File: config.mk
export PLATFORM = sky130hd
export DESIGN_NAME = world_to_screen_projector
export DESIGN_NICKNAME = d
export VERILOG_FILES = /design/src/design/wsp_pkg.sv /design/src/design/wsp_mac_lane.sv /design/src/design/wsp_scale_lane.sv /design/src/design/world_to_screen_projector.sv
export SDC_FILE = /design/constraint.sdc
export NUM_CORES = 2
export LEC_CHECK = 0
export BUFFER_PORTS_ARGS = -buffer_cell sky130_fd_sc_hd__buf_2
export CAP_MARGIN = 15
export CELL_PAD_IN_SITES_DETAIL_PLACEMENT = 1
export CELL_PAD_IN_SITES_GLOBAL_PLACEMENT = 1
export CORE_MARGIN = 2
export CORE_UTILIZATION = 40
export CTS_CLUSTER_DIAMETER = 100
export DETAILED_ROUTE_END_ITERATION = 6
export MAX_ROUTING_LAYER = met4
export PLACE_DENSITY = 0.73
export SYNTH_ARGS = -nofsm -noshare
export SYNTH_HDL_FRONTEND = slang
export SYNTH_SLANG_ARGS = --single-unit
File: constraint.sdc
create_clock -name i_clk -period 23.3 [get_ports i_clk]
set_input_delay 4.66 -clock i_clk [delete_from_list [all_inputs] [get_ports i_clk]]
set_output_delay 4.66 -clock i_clk [all_outputs]
set_load 0.02 [all_outputs]
File: src/design/wsp_pkg.sv
// Shared widths, reset values, codes and control structs of the projector.
// Used by every module of the block; depends on nothing.
package wsp_pkg;

    localparam int POS_W  = 32;          // world coordinate width
    localparam int COEF_W = 16;          // matrix coefficient width
    localparam int ROW_W  = 4 * COEF_W;  // one packed matrix row
    localparam int CLIP_W = 49;          // clip components stay below 2^48 in magnitude
    localparam int MAG_W  = CLIP_W;      // magnitude of clip + w and of 2w
    localparam int SCR_W  = 24;          // screen coordinate width
    localparam int Q_W    = SCR_W;       // integer quotient bits before saturation
    localparam int VP_W   = 16;          // viewport size width
    localparam int CFG_ADDR_W = 3;
    localparam int IN_TDATA_W  = 3 * POS_W;
    localparam int OUT_TDATA_W = 2 * SCR_W;
    localparam int SCREEN_FRAC_BITS_DEF = 4;

    localparam logic [ROW_W-1:0] ROW0_RST = 64'h0000_0000_0000_1000;
    localparam logic [ROW_W-1:0] ROW1_RST = 64'h0000_0000_1000_0000;
    localparam logic [ROW_W-1:0] ROW2_RST = 64'h0000_1000_0000_0000;
    localparam logic [ROW_W-1:0] ROW3_RST = 64'h1000_0000_0000_0000;
    localparam logic [VP_W-1:0]  VPW_RST  = 16'd1280;
    localparam logic [VP_W-1:0]  VPH_RST  = 16'd720;

    localparam logic signed [SCR_W-1:0] SCR_MAX = {1'b0, {(SCR_W-1){1'b1}}};
    localparam logic signed [SCR_W-1:0] SCR_MIN = {1'b1, {(SCR_W-1){1'b0}}};

    typedef enum logic [CFG_ADDR_W-1:0] {
        CFG_ROW0 = 3'd0,
        CFG_ROW1 = 3'd1,
        CFG_ROW2 = 3'd2,
        CFG_ROW3 = 3'd3,
        CFG_FRAC = 3'd4,
        CFG_VP_W = 3'd5,
        CFG_VP_H = 3'd6
    } t_cfg_reg;

    typedef enum logic [2:0] {
        ST_IDLE,
        ST_MAC,
        ST_SUM,
        ST_START,
        ST_DIV,
        ST_FOLD,
        ST_LOAD
    } t_state;

    typedef struct packed {
        logic load;
        logic step;
    } t_mac_ctl;

    typedef struct packed {
        logic load;
        logic div_step;
        logic fold_step;
    } t_lane_ctl;

endpackage

File: src/design/wsp_mac_lane.sv
// One clip column: dot product of the world point with one matrix column.
// Walks the coefficient bits serially, MSB first; depends on wsp_pkg.
module wsp_mac_lane
    import wsp_pkg::*;
(
    input  logic                     i_clk,
    input  t_mac_ctl                 i_ctl,
    input  logic signed [POS_W-1:0]  i_pos_x,
    input  logic signed [POS_W-1:0]  i_pos_y,
    input  logic signed [POS_W-1:0]  i_pos_z,
    input  logic [COEF_W-1:0]        i_coef_x,
    input  logic [COEF_W-1:0]        i_coef_y,
    input  logic [COEF_W-1:0]        i_coef_z,
    input  logic [COEF_W-1:0]        i_coef_c,
    output logic signed [CLIP_W-1:0] o_clip
);

    localparam int SUM_W = POS_W + 2;

    logic [COEF_W-1:0]        r_sh_x, r_sh_y, r_sh_z;
    logic                     r_first;
    logic signed [CLIP_W-1:0] r_acc;

    logic signed [SUM_W-1:0]  sel_x, sel_y, sel_z, bit_sum, term;
    logic signed [CLIP_W-1:0] n_acc;

    always_comb begin
        sel_x   = r_sh_x[COEF_W-1] ? SUM_W'(i_pos_x) : '0;
        sel_y   = r_sh_y[COEF_W-1] ? SUM_W'(i_pos_y) : '0;
        sel_z   = r_sh_z[COEF_W-1] ? SUM_W'(i_pos_z) : '0;
        bit_sum = sel_x + sel_y + sel_z;
        // The coefficient MSB carries negative weight in two's complement.
        term    = r_first ? -bit_sum : bit_sum;
        n_acc   = {r_acc[CLIP_W-2:0], 1'b0} + CLIP_W'(term);
    end

    // The constant coefficient is loaded unscaled; sixteen doublings give it
    // the 2^16 weight of the implicit w of one in Q16.16.
    always_ff @(posedge i_clk) begin
        if (i_ctl.load) begin
            r_sh_x  <= i_coef_x;
            r_sh_y  <= i_coef_y;
            r_sh_z  <= i_coef_z;
            r_acc   <= CLIP_W'(signed'(i_coef_c));
            r_first <= 1'b1;
        end else if (i_ctl.step) begin
            r_sh_x  <= r_sh_x << 1;
            r_sh_y  <= r_sh_y << 1;
            r_sh_z  <= r_sh_z << 1;
            r_acc   <= n_acc;
            r_first <= 1'b0;
        end
    end

    assign o_clip = r_acc;

endmodule

File: src/design/wsp_scale_lane.sv
// One screen axis: floor((c + w) * size * 2^frac / (2w)) with saturation.
// Restoring division one quotient bit per cycle, then a serial fold over the
// bits of the scaled viewport size; depends on wsp_pkg.
module wsp_scale_lane
    import wsp_pkg::*;
#(
    parameter int SCREEN_FRAC_BITS = SCREEN_FRAC_BITS_DEF
) (
    input  logic                    i_clk,
    input  t_lane_ctl               i_ctl,
    input  logic signed [CLIP_W:0]  i_num,
    input  logic [MAG_W-1:0]        i_den,
    input  logic [VP_W-1:0]         i_size,
    output logic signed [SCR_W-1:0] o_screen
);

    localparam int MW = VP_W + SCREEN_FRAC_BITS;
    localparam int TW = Q_W + MW;
    localparam logic [TW:0] LIM_POS = (TW+1)'(2**(SCR_W-1) - 1);
    localparam logic [TW:0] LIM_NEG = (TW+1)'(2**(SCR_W-1));

    logic              r_neg, r_ovf, r_zero_m;
    logic [MAG_W-1:0]  r_part, r_rem;
    logic [Q_W-1:0]    r_lo, r_q;
    logic [MW-1:0]     r_m;
    logic [TW-1:0]     r_t;

    logic [CLIP_W:0]   num_mag;
    logic [MAG_W-1:0]  num_hi;
    logic [MAG_W:0]    div_t, div_den, div_diff;
    logic              div_ge;
    logic [MAG_W-1:0]  n_part;
    logic              m_bit;
    logic [MAG_W+1:0]  fold_s, fold_d1, fold_d2, fold_r;
    logic [1:0]        fold_k;
    logic [TW-1:0]     n_t;
    logic              ceil_add;
    logic [TW:0]       mag;

    always_comb begin
        num_mag = i_num[CLIP_W] ? (-i_num) : i_num;
        // Top bits of |c + w|: they must stay below 2w or the quotient saturates.
        num_hi  = MAG_W'(num_mag[MAG_W-1:Q_W]);

        div_t    = {r_part, r_lo[Q_W-1]};
        div_den  = {1'b0, i_den};
        div_ge   = div_t >= div_den;
        div_diff = div_t - div_den;
        n_part   = div_ge ? div_diff[MAG_W-1:0] : div_t[MAG_W-1:0];

        // The remainder stays below 2w, so one fold step removes 2w at most twice.
        m_bit   = r_m[MW-1];
        fold_s  = {1'b0, r_rem, 1'b0} + (m_bit ? {2'b00, r_part} : '0);
        fold_d1 = {2'b00, i_den};
        fold_d2 = {1'b0, i_den, 1'b0};
        if (fold_s >= fold_d2) begin
            fold_r = fold_s - fold_d2;
            fold_k = 2'd2;
        end else if (fold_s >= fold_d1) begin
            fold_r = fold_s - fold_d1;
            fold_k = 2'd1;
        end else begin
            fold_r = fold_s;
            fold_k = 2'd0;
        end
        n_t = {r_t[TW-2:0], 1'b0} + (m_bit ? TW'(r_q) : '0) + TW'(fold_k);
    end

    always_ff @(posedge i_clk) begin
        if (i_ctl.load) begin
            r_neg    <= i_num[CLIP_W];
            r_ovf    <= num_hi >= i_den;
            r_zero_m <= (i_size == '0);
            r_part   <= num_hi;
            r_lo     <= num_mag[Q_W-1:0];
            r_q      <= '0;
            r_m      <= MW'(i_size) << SCREEN_FRAC_BITS;
            r_rem    <= '0;
            r_t      <= '0;
        end else if (i_ctl.div_step) begin
            r_part <= n_part;
            r_lo   <= r_lo << 1;
            r_q    <= {r_q[Q_W-2:0], div_ge};
        end else if (i_ctl.fold_step) begin
            r_rem <= fold_r[MAG_W-1:0];
            r_t   <= n_t;
            r_m   <= r_m << 1;
        end
    end

    // A negative numerator floors away from zero: add one when the fold left
    // a remainder.
    always_comb begin
        ceil_add = r_neg && (r_rem != '0);
        mag      = {1'b0, r_t} + (TW+1)'(ceil_add);
        if (r_zero_m) begin
            o_screen = '0;
        end else if (r_ovf) begin
            o_screen = r_neg ? SCR_MIN : SCR_MAX;
        end else if (!r_neg) begin
            o_screen = (mag > LIM_POS) ? SCR_MAX : signed'(mag[SCR_W-1:0]);
        end else begin
            o_screen = (mag > LIM_NEG) ? SCR_MIN : signed'(-mag[SCR_W-1:0]);
        end
    end

endmodule

File: src/design/world_to_screen_projector.sv
// Perspective projection of a world point to saturated screen pixels.
// Instantiates wsp_mac_lane (x, y and w clip columns) and wsp_scale_lane
// (screen x and y); depends on wsp_pkg.
//
//  channel  | direction | handshake                      | contents
//  ---------+-----------+--------------------------------+--------------------------
//  s_axis   | in        | s_axis_tvalid / s_axis_tready  | world point pos_x/y/z
//  m_axis   | out       | m_axis_tvalid / m_axis_tready  | screen_x/y, visible flag
//  cfg      | in        | i_cfg_valid / o_cfg_ready      | register index and value
//
// A visible point goes through the serial coefficient walk, the restoring
// divider and the fold over the viewport bits, with control states between
// them; a point behind the camera skips the divider and the fold. The next
// point is accepted only after the current one has left the load state.
// Reset is synchronous and active low; it restores the default matrix and
// viewport and clears the held screen position. A finished result waits in
// the output register while the next point is accepted.
module world_to_screen_projector
    import wsp_pkg::*;
#(
    parameter int SCREEN_FRAC_BITS = SCREEN_FRAC_BITS_DEF
) (
    input  logic                   i_clk,
    input  logic                   i_rst_n,
    input  logic                   s_axis_tvalid,
    output logic                   s_axis_tready,
    input  logic [IN_TDATA_W-1:0]  s_axis_tdata,   // pos_x, pos_y, pos_z
    output logic                   m_axis_tvalid,
    input  logic                   m_axis_tready,
    output logic [OUT_TDATA_W-1:0] m_axis_tdata,   // screen_x, screen_y
    output logic                   m_axis_tuser,   // visible
    input  logic                   i_cfg_valid,
    output logic                   o_cfg_ready,
    input  logic [CFG_ADDR_W-1:0]  i_cfg_addr,
    input  logic [ROW_W-1:0]       i_cfg_data
);

    localparam int MW = VP_W + SCREEN_FRAC_BITS;
    localparam int STEP_MAX = (Q_W > MW) ? ((Q_W > COEF_W) ? Q_W : COEF_W)
                                         : ((MW > COEF_W) ? MW : COEF_W);
    localparam int CNT_W = $clog2(STEP_MAX);

    t_state r_state, n_state;
    logic [CNT_W-1:0] r_cnt, n_cnt;

    logic [ROW_W-1:0] r_row0, r_row1, r_row2, r_row3;
    logic [VP_W-1:0]  r_vp_w, r_vp_h;

    logic signed [POS_W-1:0]  r_pos_x, r_pos_y, r_pos_z;
    logic signed [CLIP_W-1:0] clip_x, clip_y, clip_w;
    logic signed [CLIP_W:0]   r_num_x, r_num_y;
    logic [MAG_W-1:0]         r_den;
    logic                     r_vis;
    logic                     w_pos;
    logic signed [SCR_W-1:0]  scr_x, scr_y;
    logic signed [SCR_W-1:0]  r_held_x, r_held_y;
    logic signed [SCR_W-1:0]  r_out_x, r_out_y;
    logic                     r_out_vis, r_out_valid;

    logic      in_acc, out_load;
    t_mac_ctl  mac_ctl;
    t_lane_ctl lane_ctl;

    // ---------------- configuration ----------------
    // The shared coefficient fraction count scales clip x, y and w alike and
    // cancels in the division by w, so its register is accepted and dropped.
    assign o_cfg_ready = 1'b1;

    always_ff @(posedge i_clk) begin
        if (!i_rst_n) begin
            r_row0 <= ROW0_RST;
            r_row1 <= ROW1_RST;
            r_row2 <= ROW2_RST;
            r_row3 <= ROW3_RST;
            r_vp_w <= VPW_RST;
            r_vp_h <= VPH_RST;
        end else if (i_cfg_valid) begin
            unique case (t_cfg_reg'(i_cfg_addr))
                CFG_ROW0: r_row0 <= i_cfg_data;
                CFG_ROW1: r_row1 <= i_cfg_data;
                CFG_ROW2: r_row2 <= i_cfg_data;
                CFG_ROW3: r_row3 <= i_cfg_data;
                CFG_FRAC: ;
                CFG_VP_W: r_vp_w <= i_cfg_data[VP_W-1:0];
                CFG_VP_H: r_vp_h <= i_cfg_data[VP_W-1:0];
                default:  ;
            endcase
        end
    end

    // ---------------- control ----------------
    assign in_acc = s_axis_tvalid && s_axis_tready;
    assign w_pos  = !clip_w[CLIP_W-1] && (clip_w != '0);

    always_comb begin
        n_state = r_state;
        unique case (r_state)
            ST_IDLE:  if (s_axis_tvalid) n_state = ST_MAC;
            ST_MAC:   if (r_cnt == '0) n_state = ST_SUM;
            ST_SUM:   n_state = w_pos ? ST_START : ST_LOAD;
            ST_START: n_state = ST_DIV;
            ST_DIV:   if (r_cnt == '0) n_state = ST_FOLD;
            ST_FOLD:  if (r_cnt == '0) n_state = ST_LOAD;
            ST_LOAD:  if (!r_out_valid || m_axis_tready) n_state = ST_IDLE;
            default:  n_state = ST_IDLE;
        endcase
    end

    always_comb begin
        n_cnt = r_cnt - 1'b1;
        case (r_state)
            ST_IDLE:  n_cnt = CNT_W'(COEF_W - 1);
            ST_START: n_cnt = CNT_W'(Q_W - 1);
            ST_DIV:   if (r_cnt == '0) n_cnt = CNT_W'(MW - 1);
            default:  ;
        endcase
    end

    always_comb begin
        s_axis_tready      = (r_state == ST_IDLE);
        mac_ctl.load       = in_acc;
        mac_ctl.step       = (r_state == ST_MAC);
        lane_ctl.load      = (r_state == ST_START);
        lane_ctl.div_step  = (r_state == ST_DIV);
        lane_ctl.fold_step = (r_state == ST_FOLD);
        out_load           = (r_state == ST_LOAD) && (!r_out_valid || m_axis_tready);
    end

    always_ff @(posedge i_clk) begin
        if (!i_rst_n) begin
            r_state     <= ST_IDLE;
            r_cnt       <= '0;
            r_out_valid <= 1'b0;
            r_held_x    <= '0;
            r_held_y    <= '0;
        end else begin
            r_state <= n_state;
            r_cnt   <= n_cnt;
            if (out_load) begin
                r_out_valid <= 1'b1;
            end else if (m_axis_tready) begin
                r_out_valid <= 1'b0;
            end
            if (out_load && r_vis) begin
                r_held_x <= scr_x;
                r_held_y <= scr_y;
            end
        end
    end

    // ---------------- datapath ----------------
    always_ff @(posedge i_clk) begin
        if (in_acc) begin
            r_pos_x <= s_axis_tdata[POS_W-1:0];
            r_pos_y <= s_axis_tdata[2*POS_W-1:POS_W];
            r_pos_z <= s_axis_tdata[3*POS_W-1:2*POS_W];
        end
        if (r_state == ST_SUM) begin
            r_num_x <= {clip_x[CLIP_W-1], clip_x} + {clip_w[CLIP_W-1], clip_w};
            r_num_y <= {clip_y[CLIP_W-1], clip_y} + {clip_w[CLIP_W-1], clip_w};
            r_den   <= {clip_w[CLIP_W-2:0], 1'b0};
            r_vis   <= w_pos;
        end
        if (out_load) begin
            r_out_vis <= r_vis;
            r_out_x   <= r_vis ? scr_x : r_held_x;
            r_out_y   <= r_vis ? scr_y : r_held_y;
        end
    end

    wsp_mac_lane u_mac_x (
        .i_clk    (i_clk),
        .i_ctl    (mac_ctl),
        .i_pos_x  (r_pos_x),
        .i_pos_y  (r_pos_y),
        .i_pos_z  (r_pos_z),
        .i_coef_x (r_row0[COEF_W-1:0]),
        .i_coef_y (r_row1[COEF_W-1:0]),
        .i_coef_z (r_row2[COEF_W-1:0]),
        .i_coef_c (r_row3[COEF_W-1:0]),
        .o_clip   (clip_x)
    );

    wsp_mac_lane u_mac_y (
        .i_clk    (i_clk),
        .i_ctl    (mac_ctl),
        .i_pos_x  (r_pos_x),
        .i_pos_y  (r_pos_y),
        .i_pos_z  (r_pos_z),
        .i_coef_x (r_row0[2*COEF_W-1:COEF_W]),
        .i_coef_y (r_row1[2*COEF_W-1:COEF_W]),
        .i_coef_z (r_row2[2*COEF_W-1:COEF_W]),
        .i_coef_c (r_row3[2*COEF_W-1:COEF_W]),
        .o_clip   (clip_y)
    );

    wsp_mac_lane u_mac_w (
        .i_clk    (i_clk),
        .i_ctl    (mac_ctl),
        .i_pos_x  (r_pos_x),
        .i_pos_y  (r_pos_y),
        .i_pos_z  (r_pos_z),
        .i_coef_x (r_row0[4*COEF_W-1:3*COEF_W]),
        .i_coef_y (r_row1[4*COEF_W-1:3*COEF_W]),
        .i_coef_z (r_row2[4*COEF_W-1:3*COEF_W]),
        .i_coef_c (r_row3[4*COEF_W-1:3*COEF_W]),
        .o_clip   (clip_w)
    );

    wsp_scale_lane #(
        .SCREEN_FRAC_BITS (SCREEN_FRAC_BITS)
    ) u_scale_x (
        .i_clk    (i_clk),
        .i_ctl    (lane_ctl),
        .i_num    (r_num_x),
        .i_den    (r_den),
        .i_size   (r_vp_w),
        .o_screen (scr_x)
    );

    wsp_scale_lane #(
        .SCREEN_FRAC_BITS (SCREEN_FRAC_BITS)
    ) u_scale_y (
        .i_clk    (i_clk),
        .i_ctl    (lane_ctl),
        .i_num    (r_num_y),
        .i_den    (r_den),
        .i_size   (r_vp_h),
        .o_screen (scr_y)
    );

    assign m_axis_tvalid = r_out_valid;
    assign m_axis_tdata  = {r_out_y, r_out_x};
    assign m_axis_tuser  = r_out_vis;

endmodule

==> impl_metrics.ini <==
[clocking]
numCtsBuffers = 161
clock-sinks = 1285
clk_pin_slew_worst_paths_ns = 0.06
cts_resized = 0
tritoncts = built
postCtsHoldBufs = 0
clock_latency_ns = 0.89
ctsHtreeMaxLevel = 4
cts_root_buffer = clkbuf_16
clk_path_buf_depth = 3
cts_post_setup_buffers_inserted = 0

[yosys]
synth_compound_area_share_pct = 22.5
synth_top_family_by_area = compound AO/OA/AOI/OAI gates
synth_cell_types = 97
netlist_top_cells_area = edfxtp_1 21%, dfxtp_1 11%, ha_1 11%, nand2_1 7.7%, a21oi_1 6.0%
synth.largest_area_cell = edfxtp_1
synth_nets = 13395
synth-xor-area-share_pct = 8.49
syn-cell-area_mm2 = 0.101
synth_edf_count = 721
synthSimpleGateAreaFrac_pct = 18.9
muxShareOfSynthArea_pct = 0.622
yosysSeqAreaShare_pct = 32.5
synth-seq-cells = 1285
yosysTopAreaCellShare_pct = 21.4
synth_ff_type = edfxtp_1
ys_warn_count = 0
synth_cells = 12236
synthAdderAreaFrac_pct = 13.1
synthArstFlopShare_pct = 0
syn_avg_cell_area_um2 = 8.28

[die]
fp.coreArea_mm2 = 0.252
die_w_um = 507
initial_utilization_pct = 40.3
pin_count = 220
num_rows = 184
die_area_mm2 = 0.257
die_h_um = 507

[cells_and_area]
layout.cells.non_filler = 15709
final_common_cell = nand2_1
regArea_mm2 = 0.0329
layout_common_cells = 2084 x nand2_1, 1205 x a21oi_1, 909 x o21ai_0, 876 x ha_1, 721 x edfxtp_1
fin_area_mm2 = 0.111
area_delta_synth_final_pct = 9.94
nets = 13357
multi_input_area_mm2 = 0.0646
utilization_pct = 44.3
fillers = 29817
drive_above_1_share_pct = 5.76

[sta]
setup_tns_ns = 0
fin_skew_ns = 0.124
final_hold_viol_count = 0
whs_ns = 0.452
period_share_pct = 57.3
min_period_ns = 13.34
rsz0062_at_grt = no
drv_slew = 0
worstMarginPinSlew_ns = 1.35
setup_viol = 0
slew_headroom_pct = 9.06
max_freq_mhz = 75.0
layout_setup_ws_ns = 9.96

[outcome]
outcome = finished clean

[job]
drv_cap = 0

[worst_setup_path]
end_kind = flop
startpoint = u_scale_x.r_m[19]$_DFFE_PP_
path_class = flop to flop
crit_path_max_incr_delay_ns = 0.78
path_max_fanout = 75
crit_family = compound AO/OA/AOI/OAI gates
crit_required_ns = 23.96
cp.arrival_ns = 14.00
r2r_start = u_scale_x.r_m[19]$_DFFE_PP_
critPathBufInv = 4
startpoint_type = flop
crit_slowest_cell = inv_1

[power_and_ir_drop]
swShare_pct = 47.3
p_per_area_mw_per_mm2 = 145
seq_power_share_pct = 22.6
comb_power_share_pct = 60.8
pwr-share-clk_pct = 16.5
leakagePower_nw = 47.5
peakVddDrop_uv = 92.8
p_total_mw = 16.1
internal-power_mw = 8.48
p_sw_mw = 7.62

[min_path]
hold_start = r_row1[48]$_SDFFE_PN0P_
hp-class = flop to flop

[global_routing]
grt_pass1_vias = 96581
grt_start_max_net_pins = 195
grt_pass1_wl_mm = 568
overflow = 0
grt_use_total_pct = 28.8
antenna_found_initial = 22

[routing]
wl_per_cell_um = 23.6
ant_nets = 0
dr.pass1.iters = 5
drc = 0
viasPerCell = 5.89
vias = 92519
routed_wl_mm = 370
drt_iter0_drc = 5683

[placed_design]
gp_congestion = 0.975
place_area_mm2 = 0.106
dp.cells = 15381
hpwl_mm = 282
place_worst_setup_slack_ns = 10.03
io_buffers = 202
logic make-up (layout without fill, tap and decap cells):
kind of cell / after synthesis / after routing
compound gates: 3672 / 3672
other cells: 1 / 25
buf+inv: 1050 / 1151
flops: 1285 / 1285
xor+xnor: 978 / 978
mux: 61 / 61
fa+ha+maj: 991 / 991
simple gates: 4198 / 4198
Yosys cell counts (all sizes together), types with 31 or more instances:
master,instances
a211oi,84
a21boi,41
a21o,471
a21oi,1205
a22o,97
a31oi,91
and2,216
and3,116
buf,33
clkbuf,502
dfxtp,564
edfxtp,721
fa,115
ha,876
inv,514
mux2i,45
nand2,2090
nand2b,147
nand3,244
nand4,129
nor2,649
nor2b,116
nor3,179
nor4,88
o211ai,68
o21a,109
o21ai,918
o21bai,119
o22ai,31
o2bb2ai,37
o31ai,73
o41ai,31
or2,37
or3,80
xnor2,588
xor2,388
state kept, by name (all words and copies together), names as in the netlist, 32 cells and up:
| name | cells |
|---|---|
| r_den | 48 |
| r_num_x | 50 |
| r_num_y | 50 |
| r_pos_x | 32 |
| r_pos_y | 32 |
| r_pos_z | 32 |
| r_row0 | 48 |
| r_row1 | 48 |
| r_row2 | 48 |
| r_row3 | 48 |
| u_mac_w.o_clip | 49 |
| u_mac_x.o_clip | 49 |
| u_mac_y.o_clip | 49 |
| u_scale_x.r_part | 49 |
| u_scale_x.r_rem | 49 |
| u_scale_x.r_t | 44 |
| u_scale_y.r_part | 49 |
| u_scale_y.r_rem | 49 |
| u_scale_y.r_t | 44 |
power by group through the flow:
stage | clock [mW] | combinational, mW | sequential (mW)
6_report | 2.66 | 9.80 | 3.64
3_5_place_dp | 0 | 9.62 | 3.68
5_1_grt | 2.80 | 10.8 | 3.67
2_1_floorplan | 0 | 7.27 | 3.35
3_3_place_gp | 0 | 9.26 | 3.66
4_1_cts | 2.71 | 9.71 | 3.63
worst paths after layout:
kind	end	slack (ns)	cells past startpoint
max	u_scale_x.r_t[43]$_SDFFE_PP0P_	9.96	47
min	r_row1[48]$_SDFFE_PN0P_	0.45	2
max reg2reg	u_scale_x.r_t[43]$_SDFFE_PP0P_	9.96	47
min reg2reg	r_row1[48]$_SDFFE_PN0P_	0.45	2
final cells by class:
class	count	area share, %
clock inverters	95	1.17
well taps	3348	3.76
diodes	24	0.0539
clock buffers	207	3.89
multi-input cells	9901	58.0
inverters	515	1.75
repair buffers	334	1.84
flip-flops and latches	1285	29.6
layer usage:
layer | part of all wire (%) | vias up | global-route usage (%) | wire length (um)
met5 | 0 | - | - | 0
met4 | 4.8 | 0 | 12.3 | 17900
met3 | 4.1 | 694 | 3.28 | 15200
met2 | 48 | 1959 | 48.4 | 178000
met1 | 43 | 46110 | 34.8 | 159000
li1 | - | 43756 | - | -
tightest hold or removal path, delay by kind of cell, from the launching register on:
kind,cells,cell delay [ns]
flip-flops,1,0.30
AND/OR/NAND/NOR,1,0.05
AO/OA/AOI/OAI,1,0.05
(Power assumes the default switching activity.)
